**src/rtl/f2h_pkg.sv**
```systemverilog
// f2h_pkg: shared types and constants for the binary32 to binary16 converter.
// No dependencies; used by f2h_convert and float32_to_float16_converter_core.
package f2h_pkg;

    typedef logic [31:0] single_t;
    typedef logic [15:0] half_t;

    localparam logic [7:0]  F32_EXP_ONES    = 8'hFF;
    localparam logic [7:0]  MIN_DENORM_BEXP = 8'd102;  // rebiased exponent of -10
    localparam logic [7:0]  MAX_DENORM_BEXP = 8'd112;  // rebiased exponent of 0
    localparam logic [7:0]  MAX_NORMAL_BEXP = 8'd142;  // rebiased exponent of 30
    localparam logic [7:0]  REBIAS          = 8'd112;  // 127 - 15
    localparam logic [7:0]  DENORM_SH_BASE  = 8'd113;  // shift = 113 - bexp
    localparam logic [24:0] HIDDEN_BIT      = 25'h0800000;
    localparam logic [4:0]  HALF_EXP_ONES   = 5'h1F;

endpackage

```
**src/rtl/f2h_convert.sv**
```systemverilog
// f2h_convert: combinational binary32 to binary16 conversion, round half away.
// Depends on f2h_pkg.
module f2h_convert
(
    input  f2h_pkg::single_t single_bits,
    output f2h_pkg::half_t   half_bits
);

    logic        sign;
    logic [7:0]  bexp;
    logic [22:0] mant;
    logic [23:0] mrnd;
    logic [3:0]  sh;
    logic [24:0] md;
    logic [9:0]  nan_top;
    logic [4:0]  e_norm;
    logic [4:0]  e_bump;

    assign sign    = single_bits[31];
    assign bexp    = single_bits[30:23];
    assign mant    = single_bits[22:0];
    // add bit 12 into bit 13: round to nearest, ties away from zero
    assign mrnd    = {1'b0, mant} + {10'b0, mant[12], 13'b0};
    assign sh      = 4'(f2h_pkg::DENORM_SH_BASE - bexp);
    // hidden bit is added, so a rounding carry doubles the value
    assign md      = ({1'b0, mrnd} + f2h_pkg::HIDDEN_BIT) >> sh;
    assign nan_top = (mant[22:13] == 10'd0) ? 10'd1 : mant[22:13];
    assign e_norm  = 5'(bexp - f2h_pkg::REBIAS);
    assign e_bump  = 5'(bexp - f2h_pkg::REBIAS + 8'd1);

    always_comb
    begin
        if (bexp == f2h_pkg::F32_EXP_ONES)
        begin
            if (mant == 23'd0)
                half_bits = {sign, f2h_pkg::HALF_EXP_ONES, 10'd0};
            else
                half_bits = {sign, f2h_pkg::HALF_EXP_ONES, nan_top};
        end
        else if (bexp < f2h_pkg::MIN_DENORM_BEXP)
        begin
            half_bits = {sign, 15'd0};
        end
        else if (bexp <= f2h_pkg::MAX_DENORM_BEXP)
        begin
            // a carry into bit 10 gives the smallest normal
            half_bits = {sign, 4'd0, md[23:13]};
        end
        else if (bexp > f2h_pkg::MAX_NORMAL_BEXP)
        begin
            half_bits = {sign, f2h_pkg::HALF_EXP_ONES, 10'd0};
        end
        else if (mrnd[23])
        begin
            half_bits = {sign, e_bump, 10'd0};
        end
        else
        begin
            half_bits = {sign, e_norm, mrnd[22:13]};
        end
    end

endmodule

```
**src/rtl/float32_to_float16_converter_core.sv**
```systemverilog
// Top level of the binary32 to binary16 converter: input register, conversion, result register.
// Depends on f2h_pkg and f2h_convert.
// A request is held in the input register, then its result in the result register.
// Throughput: one request per cycle; busy is never raised, the two register stages overlap.
// Reset (rst_n low, asynchronous) clears both valid flags; data registers are not reset.
// Results cannot be held off: done pulses for one cycle with half_bits.
module float32_to_float16_converter_core
(
    input  logic             clk,
    input  logic             rst_n,
    input  logic             start,
    output logic             busy,
    input  f2h_pkg::single_t single_bits,
    output logic             done,
    output f2h_pkg::half_t   half_bits
);

    logic             in_valid_reg;
    logic             in_valid_next;
    f2h_pkg::single_t in_data_reg;
    logic             out_valid_reg;
    logic             out_valid_next;
    f2h_pkg::half_t   out_data_reg;
    f2h_pkg::half_t   conv_half;
    logic             req_accept;

    // the pipeline never stalls, so a request is always taken
    assign busy       = 1'b0;
    assign req_accept = start && !busy;

    assign in_valid_next  = req_accept;
    assign out_valid_next = in_valid_reg;

    // stage 1: capture the request
    always_ff @(posedge clk or negedge rst_n)
    begin
        if (!rst_n)
            in_valid_reg <= 1'b0;
        else
            in_valid_reg <= in_valid_next;
    end

    always_ff @(posedge clk)
    begin
        if (req_accept)
            in_data_reg <= single_bits;
    end

    // conversion between the two register stages
    f2h_convert u_convert
    (
        .single_bits (in_data_reg),
        .half_bits   (conv_half)
    );

    // stage 2: result register, shown for exactly one cycle
    always_ff @(posedge clk or negedge rst_n)
    begin
        if (!rst_n)
            out_valid_reg <= 1'b0;
        else
            out_valid_reg <= out_valid_next;
    end

    always_ff @(posedge clk)
    begin
        if (in_valid_reg)
            out_data_reg <= conv_half;
    end

    assign done      = out_valid_reg;
    assign half_bits = out_data_reg;

    // every accepted request produces a result through both register stages
    a_req_to_done: assert property (@(posedge clk) disable iff (!rst_n)
        req_accept |-> ##2 done)
        else $error("accepted request produced no result");

    // no result without an earlier accepted request
    a_done_has_req: assert property (@(posedge clk) disable iff (!rst_n)
        done |-> $past(req_accept, 2))
        else $error("result without a matching request");

    // stage 1 valid always drains into the result stage
    a_stage_drain: assert property (@(posedge clk) disable iff (!rst_n)
        in_valid_reg |=> done)
        else $error("stage 1 item lost");

endmodule
```
**config.mk**
```make
export PLATFORM = sky130hd
export DESIGN_NAME = float32_to_float16_converter_core
export DESIGN_NICKNAME = d
export VERILOG_FILES = /design/src/rtl/f2h_pkg.sv /design/src/rtl/f2h_convert.sv /design/src/rtl/float32_to_float16_converter_core.sv
export SDC_FILE = /design/constraint.sdc
export NUM_CORES = 1
export LEC_CHECK = 0
export CAP_MARGIN = 20
export CORE_AREA = 5 5 70 103
export CTS_CLUSTER_SIZE = 12
export DETAILED_ROUTE_END_ITERATION = 8
export DIE_AREA = 0 0 75 108
export DONT_BUFFER_PORTS = 1
export PLACE_DENSITY_LB_ADDON = 0.3
export SYNTH_ARGS = -nofsm -noshare
export SYNTH_HDL_FRONTEND = slang
export SYNTH_SLANG_ARGS = --single-unit
```
**constraint.sdc**
```tcl
create_clock -name clk -period 3.38 [get_ports clk]
set_clock_uncertainty 0.05 [all_clocks]
set_input_delay 0.507 -clock clk [delete_from_list [all_inputs] [get_ports clk]]
set_output_delay 0.507 -clock clk [all_outputs]
set_load 0.02 [all_outputs]
```
==> summary by stage <==
Global route
The initial antenna violation count came to 0. The pin count of the biggest net entering global routing is 34. Across every metal layer, demand over resource in global routing totals 0.191. The number of global-route vias before repair was 2,365. The total congestion overflow is 0.

The first-pass GRT wire length is about 12,000 um.

Clock network
The insertion delay of the later-clocked pin in the worst-skew pair is 310 ps. Buffers added to address setup during post-CTS repair amount to 0. The clock passes through at most 2 buffers.

The number of CTS-inserted buffers is 5. Clock tree synthesis selected as its root buffer the cell sky130_fd_sc_hd__clkbuf_8. TritonCTS built the clock tree. Clock tree synthesis found a total of 50 sinks. The deepest level of the CTS H-tree is 2. After clock tree synthesis, the clock-pin slew on the worst setup and hold paths is 100 ps.

Placement
The number of I/O port buffers is 0. Counting tap cells, the placed design contains a total of about 350 instances. Routability-driven placement finished with a final weighted congestion of 0.927. At the placement stage, the worst setup path has a slack of 777 ps. Detailed placement finished with a half-perimeter wire length of 5600 um.

Synth
Of the synthesized area, sequential elements account for 0.491. Yosys attributes the largest share of cell area to sky130_fd_sc_hd__edfxtp_1 47%, sky130_fd_sc_hd__a21oi_1 4.0%, sky130_fd_sc_hd__nand2_1 3.7%. The number of flops mapped to enable cells by yosys is between 40 and 50. The flip-flop and latch count after synthesis is 50. The per-instance average area after synthesis is 10.3 sq um. For this run, the number of Yosys warnings is 0. The share of the synthesized area in the top cell type is 0.474. The most common cell in the netlist is sky130_fd_sc_hd__edfxtp_1. The async set or reset register ratio after synthesis is 0.0400. The net count of the mapped netlist is 337. The number of distinct library cells after synthesis is 61. The prevailing post-synth register cell is sky130_fd_sc_hd__edfxtp_1. After technology mapping, the gate count stands at 296. By count the netlist is led by 48 x sky130_fd_sc_hd__edfxtp_1, 30 x sky130_fd_sc_hd__nand2_1, 24 x sky130_fd_sc_hd__a21oi_1. The top cell type by total area after synthesis is sky130_fd_sc_hd__edfxtp_1. The netlist area before placement is between 3000 and 4000 sq um.

Floorplanning
From bottom edge to top edge, the die measures roughly 110 um. For this configuration, the core starts out at a cell density of 0.492. The total I/O pin count is 53. The total core area is 6170 sq um. The die covers 8100 sq um. After floorplanning, the core was divided into 35 placement rows. In this run the horizontal extent of the chip is between 70 and 80 um.

Final layout
The post-route non-filler standard cell count is 363. The utilization after layout is 0.519. The proportion of layout cells with a drive suffix above 1 is 0.0727. The layout overhead on the synthesized area is 5.39%. In the final design database the tool counted 329 nets. The register with the most flip-flops in the layout has 32 of them. Counting the fill cells in the layout gives 566. The repair_antennas step left the layout with diodes totalling 0.

STA
The number of hold violations in the final report was 0. Timing would allow up to 371 MHz. The final setup violation count is 0. Counting I/O delays and the setup requirement, the final critical path takes between 2000 and 3000 ps. Setup repair after global routing left no endpoint under its margin. The final worst slack is 684 ps. Headroom to the max-slew limit came out at 0.528. The setup TNS after final layout is 0 ps.

For the pin with the worst max-slew slack, the measured transition is 708 ps. The final-report max-slew violation count came to 0. The final clock period utilization by the worst path is 0.798.

Worst hold path
The count of cells along the worst hold path is 0. The launch point of the worst hold path is start. The min-delay analysis places its worst path in the category in -> reg. The path with the worst hold slack has its endpoint at in_valid_reg.

Pwr
The cell leakage power is about 0.0011 uW. VDD sags by at most 0.273 mV. In this run the power density over the cells is between 400 and 500 nW/um^2.

Drt
The routed layout has 2,420 vias. Wires add up to 7430 um. The via density per instance is 6.67.

The number of DRC violations after detailed routing is 0. The average wire per standard cell is 20.5 um. Once detail routing completed, the nets flagged for antenna violations numbered 0. The pre-antenna-repair detailed-routing pass consisted of 5 iterations. The number of DRC markers after the initial detailed-route iteration is 328.

Setup path
Data on the critical path is required at its endpoint by 3480 ps. STA classifies the critical path startpoint as a flip-flop. STA classifies the critical path endpoint as a flip-flop. The type of the worst setup path is reg -> reg. Across all register-to-register paths, the minimum setup slack is 680 ps. The terminus of the critical flop-to-flop path is half_bits[1]. The reg-to-reg startpoint is in_data_reg[16].

The origin of the worst setup path is in_data_reg[16]. In this run the worst path has a maximum fanout of 13. The signal arrival time at the worst endpoint is 2790 ps. The worst-case reg-to-reg path depth is 6.

Flow run
Max-cap violations in this run came to 0.

Status
The flow ran to the end, and the final reports show no timing, DRC or antenna violations.
-- cell families after synthesis --
logic type      after synthesis  share of synthesized area
simple gates                 99                      0.171
compound gates               91                      0.213
flops                        50                      0.491
buf+inv                      31                     0.0445
xor+xnor                     11                     0.0317
mux                           7                     0.0235
fa+ha+maj                     6                     0.0247
other cells                   1                    0.00123
-- layout make-up --
type / instances / area [sq um] / area share
tap: 74 / 92.6 / 0.0289
clock inverter: 3 / 48.8 / 0.0152
multi-input combinational: 215 / 1410 / 0.441
clock buffer: 5 / 68.8 / 0.0215
timing repair buffer: 7 / 55.1 / 0.0172
sequential: 50 / 1490 / 0.466
inverter: 9 / 33.8 / 0.0105
-- placed cells by master, fill, tap and decap left out, types with 5 or more instances in the layout --
cell,instances
sky130_fd_sc_hd__nor2_1,16
sky130_fd_sc_hd__mux2i_1,6
sky130_fd_sc_hd__o21ai_0,8
sky130_fd_sc_hd__a21oi_1,24
sky130_fd_sc_hd__nand3_1,13
sky130_fd_sc_hd__nor4_1,6
sky130_fd_sc_hd__clkbuf_8,5
sky130_fd_sc_hd__ha_1,6
sky130_fd_sc_hd__a31oi_1,7
sky130_fd_sc_hd__a311oi_1,5
sky130_fd_sc_hd__inv_1,8
sky130_fd_sc_hd__nand3b_1,5
sky130_fd_sc_hd__nand2_1,30
sky130_fd_sc_hd__buf_4,6
sky130_fd_sc_hd__xnor2_1,8
sky130_fd_sc_hd__o211ai_1,5
sky130_fd_sc_hd__edfxtp_1,48
sky130_fd_sc_hd__nand4_1,6
-- routing by layer --
metal,global-route usage,share of wire,up-vias
li1,-,-,1127
met1,0.230,0.39,1128
met2,0.329,0.52,139
met3,0.0326,0.055,26
met4,0.0751,0.037,0
met5,0,0,-
-- worst max-delay path by stage --
stage,to,slack [ps],cells past startpoint
6_report,half_bits[1],680,6
5_1_grt,half_bits[1],490,6
4_1_cts,half_bits[1],740,6
3_5_place_dp,half_bits[2],780,6
3_3_place_gp,half_bits[5],780,6
2_1_floorplan,half_bits[7],920,8
-- where the power goes --
part,total (uW),internal (uW),switching [uW]
clock network,434,225,209
registers,825,745,80.4
logic,261,97.4,163
-- worst max-delay path, cell delays in order (launching register included) --
cell and delay (ps):
sky130_fd_sc_hd__edfxtp_1 610, sky130_fd_sc_hd__and4_1 540, sky130_fd_sc_hd__a311oi_1 160, sky130_fd_sc_hd__a311oi_1 440, sky130_fd_sc_hd__mux2i_1 180, sky130_fd_sc_hd__a221o_1 370, sky130_fd_sc_hd__a31oi_1 190
-- stage by stage --
step / instance area [sq um] / total power (uW) / hold slack [ps]
5_1_grt: 3200 / 1590 / 152
2_1_floorplan: 3040 / 1020 / 161
3_3_place_gp: 3080 / 1090 / 161
4_1_cts: 3200 / 1530 / 170
6_report: 3200 / 1520 / 175
3_5_place_dp: 3080 / 1090 / 161
-- what timing repair did --
item,4_1_cts,5_1_grt
endpoints found under the hold margin,2,0
resized for setup,0,0
hold buffers,1,0
No activity file was read; power rests on OpenSTA's default activity.
